<file path="src/rtl/lpht_pkg.sv">
// Shared constants, codes and types of the linear-probing hash table.
package lpht_pkg;

  localparam int TABLE_SIZE  = 16;
  localparam int VALUE_WIDTH = 32;
  localparam int KEY_W       = 16;
  localparam int SLOT_W      = $clog2(TABLE_SIZE);
  localparam int CNT_W       = $clog2(TABLE_SIZE + 1);
  localparam int ENTRY_W     = KEY_W + VALUE_WIDTH;
  localparam int MODE_W      = 2;
  localparam int STATUS_W    = 2;
  localparam int OUT_SLOT_W  = 4;

  localparam logic [MODE_W-1:0] MODE_INSERT = 2'd0;
  localparam logic [MODE_W-1:0] MODE_SEARCH = 2'd1;
  localparam logic [MODE_W-1:0] MODE_MODIFY = 2'd2;

  localparam logic [STATUS_W-1:0] STS_INSERTED  = 2'd0;
  localparam logic [STATUS_W-1:0] STS_FOUND     = 2'd1;
  localparam logic [STATUS_W-1:0] STS_NOT_FOUND = 2'd2;
  localparam logic [STATUS_W-1:0] STS_FULL      = 2'd3;

  typedef enum logic {
    ST_IDLE,
    ST_SCAN
  } lpht_state_t;

  typedef struct packed {
    logic load;
    logic step;
    logic finish;
  } lpht_cmd_t;

  typedef struct packed {
    logic hit;
    logic exhausted;
  } lpht_sts_t;

endpackage

</file>
<file path="src/rtl/linear_probe_hash_table_core.sv">
// Top level of the linear-probing hash table: controller plus datapath.
//
// Pulse start while busy is low to hand in one beat (mode, key, value). The
// block walks the table one slot a cycle from the key's home slot, starting
// the home-slot read in the accept cycle, so busy stays high from the accept
// edge until the walk ends, at a pace set by the single read port of the
// table RAM. Search and modify always visit all 16 slots unless the key is
// found; insert stops at the first empty slot. The result beat appears on the
// out_ ports for exactly one cycle with out_valid, in the first cycle after
// busy falls, and the receiver cannot stall it: sample it then or lose it.
// A new start is taken in that same cycle. The table is empty after reset.
module linear_probe_hash_table_core
  import lpht_pkg::*;
(
  input  logic                   clk,
  input  logic                   rst_n,
  input  logic                   start,
  output logic                   busy,
  input  logic [MODE_W-1:0]      in_mode,
  input  logic [KEY_W-1:0]       in_record_key,
  input  logic [VALUE_WIDTH-1:0] in_record_value,
  output logic                   out_valid,
  output logic [STATUS_W-1:0]    out_status,
  output logic [OUT_SLOT_W-1:0]  out_slot,
  output logic [VALUE_WIDTH-1:0] out_old_value
);

  lpht_cmd_t cmd;
  lpht_sts_t sts;

  lpht_ctrl u_ctrl (
    .clk  (clk),
    .rst_n(rst_n),
    .start(start),
    .sts  (sts),
    .cmd  (cmd),
    .busy (busy)
  );

  lpht_dp u_dp (
    .clk            (clk),
    .rst_n          (rst_n),
    .cmd            (cmd),
    .in_mode        (in_mode),
    .in_record_key  (in_record_key),
    .in_record_value(in_record_value),
    .sts            (sts),
    .out_valid      (out_valid),
    .out_status     (out_status),
    .out_slot       (out_slot),
    .out_old_value  (out_old_value)
  );

endmodule

</file>
<file path="src/rtl/lpht_ram.sv">
// Generic single-write, single-read RAM with registered read data.
module lpht_ram #(
  parameter int WIDTH = 8,
  parameter int DEPTH = 16
) (
  input  logic                     clk,
  input  logic                     we,
  input  logic [$clog2(DEPTH)-1:0] waddr,
  input  logic [WIDTH-1:0]         wdata,
  input  logic [$clog2(DEPTH)-1:0] raddr,
  output logic [WIDTH-1:0]         rdata
);

  logic [WIDTH-1:0] mem [DEPTH];
  logic [WIDTH-1:0] rdata_r;

  always_ff @(posedge clk) begin
    if (we) begin
      mem[waddr] <= wdata;
    end
    rdata_r <= mem[raddr];
  end

  assign rdata = rdata_r;

endmodule

</file>
<file path="src/rtl/lpht_ctrl.sv">
// Controller state machine that sequences one table operation.
module lpht_ctrl
  import lpht_pkg::*;
(
  input  logic      clk,
  input  logic      rst_n,
  input  logic      start,
  input  lpht_sts_t sts,
  output lpht_cmd_t cmd,
  output logic      busy
);

  lpht_state_t state_r;
  lpht_state_t state_nxt;

  always_ff @(posedge clk) begin
    if (!rst_n) begin
      state_r <= ST_IDLE;
    end else begin
      state_r <= state_nxt;
    end
  end

  always_comb begin
    state_nxt  = state_r;
    cmd        = '0;
    case (state_r)
      ST_IDLE: begin
        if (start) begin
          cmd.load  = 1'b1;
          state_nxt = ST_SCAN;
        end
      end
      ST_SCAN: begin
        if (sts.hit || sts.exhausted) begin
          cmd.finish = 1'b1;
          state_nxt  = ST_IDLE;
        end else begin
          cmd.step = 1'b1;
        end
      end
      default: begin
        state_nxt = ST_IDLE;
      end
    endcase
  end

  assign busy = (state_r != ST_IDLE);

endmodule

</file>
<file path="src/rtl/lpht_dp.sv">
// Datapath: probe address walk, slot compare, valid bits, table RAM, result registers.
module lpht_dp
  import lpht_pkg::*;
(
  input  logic                   clk,
  input  logic                   rst_n,
  input  lpht_cmd_t              cmd,
  input  logic [MODE_W-1:0]      in_mode,
  input  logic [KEY_W-1:0]       in_record_key,
  input  logic [VALUE_WIDTH-1:0] in_record_value,
  output lpht_sts_t              sts,
  output logic                   out_valid,
  output logic [STATUS_W-1:0]    out_status,
  output logic [OUT_SLOT_W-1:0]  out_slot,
  output logic [VALUE_WIDTH-1:0] out_old_value
);

  logic [MODE_W-1:0]      mode_r;
  logic [KEY_W-1:0]       key_r;
  logic [VALUE_WIDTH-1:0] value_r;
  logic [SLOT_W-1:0]      pos_r,      pos_nxt;
  logic [CNT_W-1:0]       cnt_r,      cnt_nxt;
  logic                   chk_r,      chk_nxt;
  logic [SLOT_W-1:0]      chk_pos_r,  chk_pos_nxt;
  logic                   chk_vld_r,  chk_vld_nxt;
  logic                   chk_last_r, chk_last_nxt;
  logic [TABLE_SIZE-1:0]  valid_r;
  logic                   out_valid_r;
  logic [STATUS_W-1:0]    out_status_r;
  logic [OUT_SLOT_W-1:0]  out_slot_r;
  logic [VALUE_WIDTH-1:0] out_old_value_r;

  logic [SLOT_W-1:0]      raddr;
  logic [CNT_W-1:0]       cnt_base;
  logic                   issue;
  logic [ENTRY_W-1:0]     rdata;
  logic [KEY_W-1:0]       rkey;
  logic [VALUE_WIDTH-1:0] rval;
  logic                   is_insert;
  logic                   is_modify;
  logic                   hit;
  logic                   we;

  assign raddr    = cmd.load ? in_record_key[SLOT_W-1:0] : pos_r;
  assign cnt_base = cmd.load ? '0 : cnt_r;
  assign issue    = (cnt_base < CNT_W'(TABLE_SIZE));

  // Issue one probe a cycle; its compare follows when the read data lands.
  always_comb begin
    pos_nxt      = pos_r;
    cnt_nxt      = cnt_r;
    chk_nxt      = chk_r;
    chk_pos_nxt  = chk_pos_r;
    chk_vld_nxt  = chk_vld_r;
    chk_last_nxt = chk_last_r;
    if (cmd.load || cmd.step) begin
      pos_nxt      = raddr + SLOT_W'(1);
      cnt_nxt      = issue ? cnt_base + CNT_W'(1) : cnt_base;
      chk_nxt      = issue;
      chk_pos_nxt  = raddr;
      chk_vld_nxt  = valid_r[raddr];
      chk_last_nxt = (cnt_base == CNT_W'(TABLE_SIZE - 1));
    end else if (cmd.finish) begin
      chk_nxt = 1'b0;
    end
  end

  always_ff @(posedge clk) begin
    if (!rst_n) begin
      chk_r       <= 1'b0;
      out_valid_r <= 1'b0;
      valid_r     <= '0;
    end else begin
      chk_r       <= chk_nxt;
      out_valid_r <= cmd.finish;
      if (we && is_insert) begin
        valid_r[chk_pos_r] <= 1'b1;
      end
    end
  end

  always_ff @(posedge clk) begin
    if (cmd.load) begin
      mode_r  <= in_mode;
      key_r   <= in_record_key;
      value_r <= in_record_value;
    end
    pos_r      <= pos_nxt;
    cnt_r      <= cnt_nxt;
    chk_pos_r  <= chk_pos_nxt;
    chk_vld_r  <= chk_vld_nxt;
    chk_last_r <= chk_last_nxt;
    if (cmd.finish) begin
      out_slot_r <= hit ? OUT_SLOT_W'(chk_pos_r) : '0;
      out_old_value_r <= (hit && !is_insert) ? rval : '0;
      if (is_insert) begin
        out_status_r <= hit ? STS_INSERTED : STS_FULL;
      end else begin
        out_status_r <= hit ? STS_FOUND : STS_NOT_FOUND;
      end
    end
  end

  assign rkey      = rdata[VALUE_WIDTH +: KEY_W];
  assign rval      = rdata[VALUE_WIDTH-1:0];
  assign is_insert = (mode_r == MODE_INSERT);
  assign is_modify = (mode_r == MODE_MODIFY);
  assign hit       = chk_r && (is_insert ? !chk_vld_r : (chk_vld_r && (rkey == key_r)));
  assign we        = cmd.finish && hit && (is_insert || is_modify);

  assign sts.hit       = hit;
  assign sts.exhausted = chk_r && chk_last_r;

  lpht_ram #(
    .WIDTH(ENTRY_W),
    .DEPTH(TABLE_SIZE)
  ) u_table (
    .clk  (clk),
    .we   (we),
    .waddr(chk_pos_r),
    .wdata({key_r, value_r}),
    .raddr(raddr),
    .rdata(rdata)
  );

  assign out_valid     = out_valid_r;
  assign out_status    = out_status_r;
  assign out_slot      = out_slot_r;
  assign out_old_value = out_old_value_r;

endmodule

</file>
<file path="config.mk">
export PLATFORM = sky130hd
export DESIGN_NAME = linear_probe_hash_table_core
export DESIGN_NICKNAME = d
export VERILOG_FILES = /design/src/rtl/lpht_pkg.sv /design/src/rtl/linear_probe_hash_table_core.sv /design/src/rtl/lpht_ram.sv /design/src/rtl/lpht_ctrl.sv /design/src/rtl/lpht_dp.sv
export SDC_FILE = /design/constraint.sdc
export NUM_CORES = 1
export LEC_CHECK = 0
export ABC_AREA = 1
export ABC_CLOCK_PERIOD_IN_PS = 7500
export BUFFER_PORTS_ARGS = -buffer_cell sky130_fd_sc_hd__buf_2
export CORE_ASPECT_RATIO = 0.5
export CORE_MARGIN = 8
export CORE_UTILIZATION = 60
export DETAILED_ROUTE_END_ITERATION = 10
export PLACE_DENSITY = 0.8
export SLEW_MARGIN = 20
export SYNTH_ARGS = -nofsm -noshare
export SYNTH_HDL_FRONTEND = slang
export SYNTH_SLANG_ARGS = --single-unit
</file>
<file path="constraint.sdc">
create_clock -name clk -period 7.5 [get_ports clk]
set_input_delay 0 -clock clk [delete_from_list [all_inputs] [get_ports clk]]
set_output_delay 0 -clock clk [all_outputs]
set_load 0.005 [all_outputs]
</file>
# Word level (Yosys, flattened, before mapping)
# Memory sizes are Yosys's and may differ from the RTL's. A register that Yosys moved wholly into a read port is not among the register bits.
# Cells that the tools add are included.
[op_classes]
add_sub_neg = 2
n_mul = 0
n_div = 0
order_cmp = 4
eq_ne = 3
shift = 0
mux = 21
bitwise_logic = 2
n_reduce_logical = 15
[ops]
columns = ["operator", "count"]
rows = [
  ["$eq 16x16->1", 1],
  ["$or 16x16->16", 1],
  ["$mux 1", 11],
  ["$lt 4x5->1 const B", 2],
  ["$mux 5", 2],
  ["$logic_and 1x1->1", 8],
  ["$mux 2", 4],
  ["$add 5x1->5 const B", 1],
  ["$eq 5x4->1 const B", 1],
  ["$lt 5x5->1 const B", 1],
  ["$add 4x1->4 const B", 1],
  ["$bmux 1 s4", 1],
  ["$demux 1 s4", 1],
  ["$ge 4x1->1 const B", 1],
  ["$mux 4", 1],
  ["$logic_or 1x1->1", 3],
  ["$eq 2x2->1 const B", 1],
  ["$logic_not 1->1", 2],
  ["$logic_not 2->1", 1],
  ["$pmux 1 s2", 1],
  ["$reduce_bool 2->1", 1],
  ["$not 1->1", 1],
]
[word_totals]
register_bits = 122
latchBits = 0
ramBits = 768
mem_bits_ro = 0
input_bits = 53
output_inout_bits = 40
word_cells = 63
memories = 1
[memory_table]
columns = ["name", "depth", "word_bits", "rd", "rd_clocked_by_memory_dff", "write_ports", "line_no", "rtl"]
rows = [
  ["u_dp.u_table.mem", 16, 48, 1, 1, 1, "lpht_ram.sv:14", "logic [WIDTH-1:0] mem [DEPTH];"],
]

# Longest topological paths before layout
[depth]
ltp_word = 11
mapped_depth = 15
ltp_nobuf = 13

# By module
# Synthesis repeated with hierarchy kept, for this count alone.
[hier_totals]
cells_unflattened = 3595
hier_area_um2 = 38863.5
[by_module_without_submodules]
columns = ["mod", "n_inst", "cells_per_inst", "area_each_um2", "seq_area_each_um2"]
rows = [
  ["lpht_ram", 1, 3165, 33988.8, 24023.0],
  ["lpht_dp", 1, 420, 4810.9, 3453.3],
  ["lpht_ctrl", 1, 10, 63.8, 20.0],
]

# Worst setup path before layout
# OpenSTA, ideal clock, no wires.
[synth_path]
path_kind = "flip-flop to flip-flop"
from = "register u_dp.key_r[8]"
to = "memory u_dp.u_table.mem[10][0] (netlist name) (enable)"
setup_time_ns = 0.454
arrival_ns = 3.865
required_ns = 7.046
setup_slack_ns = 3.182
stages_incl_launch_ff = 14
n_path_buf = 2
period_less_slack_ns = 4.318
cell_sequence = "edfxtp_1 -> xor2_1 -> nor2_1 -> nand2_1 -> nor2_1 -> nand2_1 -> nand2_1 -> nand2_2 -> inv_2 -> nand2_1 -> or2_1 -> clkbuf_1 -> buf_2 -> nor2_1"
[synth_between]
elab_chain_len = 11
[synth_rtl]
columns = ["element", "line_no", "rtl"]
rows = [
  ["start, declared", "lpht_dp.sv:19", "logic [KEY_W-1:0] key_r;"],
  ["start signal, assigned", "lpht_dp.sv:85", "key_r <= in_record_key;"],
  ["$eq 16x16->1 (*)", "lpht_dp.sv:108", "assign hit = chk_r && (is_insert ? !chk_vld_r : (chk_vld_r && (rkey == key_r)));"],
  ["$logic_and 1x1->1 (*)", "lpht_dp.sv:108", ""],
  ["$mux 1 (*)", "lpht_dp.sv:108", ""],
  ["$logic_and 1x1->1 (*)", "lpht_dp.sv:108", ""],
  ["named net u_dp.hit", "lpht_dp.sv:41", "logic hit;"],
  ["$logic_or 1x1->1", "lpht_ctrl.sv:35", "if (sts.hit || sts.exhausted) begin"],
  ["$mux 1", "lpht_ctrl.sv:35", ""],
  ["$mux 2", "lpht_ctrl.sv:27", "case (state_r)"],
  ["$logic_and 1x1->1 (*) (2 in a row)", "lpht_dp.sv:109", "assign we = cmd.finish && hit && (is_insert || is_modify);"],
  ["$mux 1 (*)", "lpht_ram.sv:18", "if (we) begin"],
  ["$mux 1 (not written as such) (*)", "lpht_ram.sv:19", "mem[waddr] <= wdata;"],
  ["end, declared", "lpht_ram.sv:14", ""],
]
# The timed path passes the listed nets; every way through them passes the cells marked *.

# Worst setup path after layout
[layout_path]
from = "register u_dp.key_r[2]"
to = "memory u_dp.u_table.mem[2][13] (netlist name) (enable)"
# The elaborated chain is that of the path after synthesis.

==> results.md <==
* Outcome: finished clean
* Vias in the first global route at 21980
* Placed cells at 3461
* First-pass GRT wire length at 126800 um
* CP peak stage delay at between 0.8 and 0.9 ns
* Pin count of the biggest net entering global routing at 227
* Slew @ Worst Pin at roughly 1.1 ns
* Clk sinks at 938
* Fmax at 225.8 MHz
* Slowest stage cell, crit path: nor2_4
* Tightest Hold Check Type: in -> reg
* Delay-heaviest family, CP: simple AND/OR/NAND/NOR gates
* Routed WL per cell at between 20 and 25 um
* Resize count post-CTS at 0
* # IOs at 93
* Register share of total power at 0.519
* TritonCTS Buffers at 78
* Clk_lat worst skew at just over 0.6 ns
* Most used cell, CP: nand2_1
* Clock root cell: clkbuf_16
* Synthesized cell area at 35780 um2
* Final worst slack at 3.072 ns
* Setup crit start kind: flop
* Nets at 2872
* Final ANT Viol Nets at 0
* Critical-path cell list: nand2_1 > inv_1 > nor2_1 > nor2_1 > nand3_1 > nor2_1 > nand2_1 > nand2_1 > nand2_2 > inv_2 > nand2_1 > or2_1 > buf_4 > nor2_4 > buf_4
* Post-CTS Setup Bufs at 0
* Share of layout cells above drive strength 1 at 0.09635
* Diode count at 0
* P_sw at between 2 and 3 mW
* Mapped Cells at between 2000 and 3000
* Slew Viols, Final at 0
* Clock Skew at 0.02020 ns
* Clock power frac at 0.359
* H-Tree Depth at 3
* # DRC at 0
* Max-slew headroom at 0.2580
* Clk buf depth at 3
* Final Hold Viols at 0
* DIE AREA at just under 70000 um2
* Die W at 361.4 um
* Seq cells post-synth at 938
* Mean Syn Cell Area at approximately 13 um2
* Worst Path Max Fanout at 27
* Placeable Area at 59120 um2
* P&R area growth vs syn at 12.15%
* GRT overflow at 0
* Endpoints failing setup at 0
* Most frequent cells in the layout: 871 x edfxtp_1, 665 x nor2_1, 267 x o21ai_0
* Layout Cells excl Fill at 3655
* Initial core utilization at 0.6052
* Yosys warning total at 0
* Die H at 188.7 um
* Rows at 63
* Dpl ws at 3.296 ns
* Cell leakage power at 13.37 nW
* CP Capture Type: flop
* Fin crit share at 0.5904
* Total Routing Usage GR at 0.2382
* Detailed Routing Iterations Pass 1 at 5
* CTS tree: built
* CP required at 7.75 ns
* Power Density at 289.3 nW/um2
* Combinational fraction of design power at 0.122
* Internal at slightly below 9 mW
* WP data arrival at between 4 and 5 ns
* Commonest non-fill, non-tap cell in the layout: edfxtp_1
* Synthesized net count at 2782
* Total Routed Length at 83940 um
* PortBufs at 92
* Initial antenna violation count at 0
* Register area share after synthesis at 0.7685
* RSZ-0062 raised after global routing: false
* Buf+Inv Stages, Crit Path at 4
* Worst hold slack at 0.08910 ns
* Worst vdd ir at 0.0002111 V
* Sw frac at 0.2542
* Dpl hpwl at 39290 um
* Netlist cell types at 27
* CTS hold repair buffers at between 50 and 60
* Vias per Instance at 6.176
* Crit Path Class: reg -> reg
* Vias at 22570
* # Max-Cap Violations at 0
* Final GP Congestion at 0.8169
* Final setup TNS at 0 ns
* Min Tclk post-route at around 4.4 ns
* Initial DRC count at 3144
* Worst-path clk slew at 0.07 ns
## routing by layer
metal  wire length [um]  track usage  share of wire
met2              40360       0.3902           0.48
met4               2940      0.09218          0.035
met3               8129      0.03724          0.097
met5                  0            0              0
met1              32510       0.3237           0.39
## kinds of logic after synthesis
| kind of cell | Yosys count | share of synthesized area |
|---|---|---|
| fa+ha+maj | 5 | 0.001748 |
| flops | 938 | 0.7685 |
| simple gates | 936 | 0.1028 |
| xor+xnor | 8 | 0.001958 |
| compound gates | 600 | 0.09809 |
| buf+inv | 237 | 0.02696 |
## layout make-up
cell class / count / area, um2
fillers: 3750 / 18990
multi-input cells: 1549 / 7486
clock buffers: 98 / 2171
inverters: 70 / 272.8
clock inverters: 43 / 445.4
flip-flops and latches: 938 / 27500
well taps: 780 / 975.9
repair buffers: 177 / 1281
## cell usage after synthesis, drive strengths merged
cell type	n	area, um2
or2	5	31.28
ha	5	62.56
nand3	108	540.5
xor2	3	26.28
a21boi	2	15.01
xnor2	5	43.79
o211ai	196	1471
inv	69	259.0
nor2	682	2567
edfxtp	871	26160
nand2	139	526.8
a21oi	3	15.01
buf	70	337.8
clkbuf	97	364.1
nor3	1	5.000
nand4	1	6.260
clkinv	1	3.750
dfxtp	67	1341
o21ai	399	2008
## through the flow
stage / area, um2 / utilization / total power [mW]
2_1_floorplan: 35780 / - / 7.058
3_3_place_gp: 36960 / 0.6251 / 7.422
3_5_place_dp: 36980 / 0.6255 / 7.483
4_1_cts: 40120 / 0.6787 / 11.62
5_1_grt: 40130 / 0.6788 / 11.97
6_report: 40130 / 0.6788 / 11.61
## worst register-to-register path, delay by kind of cell, from the launching register on
family | cells | cell delay, ns
buf+inv | 4 | 1.08
flops | 1 | 0.70
simple gates | 11 | 2.26
## final timing paths
check	startpoint	end	slack, ns	cells after the start
worst max register to register	u_dp.key_r[2]$_DFFE_PP_	u_dp.u_table.mem[2][13]$_DFFE_PP_	3.07	15
worst min register to register	u_dp.valid_r[0]$_SDFFE_PN0P_	u_dp.valid_r[0]$_SDFFE_PN0P_	0.47	2
worst min-delay path	in_record_value[15]	u_dp.value_r[15]$_DFFE_PP_	0.09	2
worst max-delay path	u_dp.key_r[2]$_DFFE_PP_	u_dp.u_table.mem[2][13]$_DFFE_PP_	3.07	15
## flip-flops by register name, indices dropped and copies added, names as in the netlist
| signal | flops |
|---|---|
| u_dp.mode_r | 2 |
| u_dp.chk_r | 1 |
| u_dp.value_r | 32 |
| u_dp.pos_r | 4 |
| u_dp.chk_vld_r | 1 |
| u_dp.chk_pos_r | 4 |
| u_dp.key_r | 16 |
| u_dp.u_table.rdata | 48 |
| u_dp.out_old_value | 32 |
| u_dp.u_table.mem | 768 |
| u_dp.out_valid | 1 |
| u_dp.out_status | 2 |
| u_dp.chk_last_r | 1 |
| u_ctrl.busy | 1 |
| u_dp.out_slot | 4 |
| u_dp.valid_r | 16 |
| u_dp.cnt_r | 5 |
## power by group through the flow
stage / Combinational (mW) / Clock (mW) / Sequential, mW
2_1_floorplan: 0.982 / 0 / 6.08
3_3_place_gp: 1.30 / 0 / 6.12
3_5_place_dp: 1.36 / 0 / 6.13
4_1_cts: 1.40 / 4.20 / 6.02
5_1_grt: 1.56 / 4.38 / 6.03
6_report: 1.42 / 4.17 / 6.02
(Power assumes the default switching activity.)
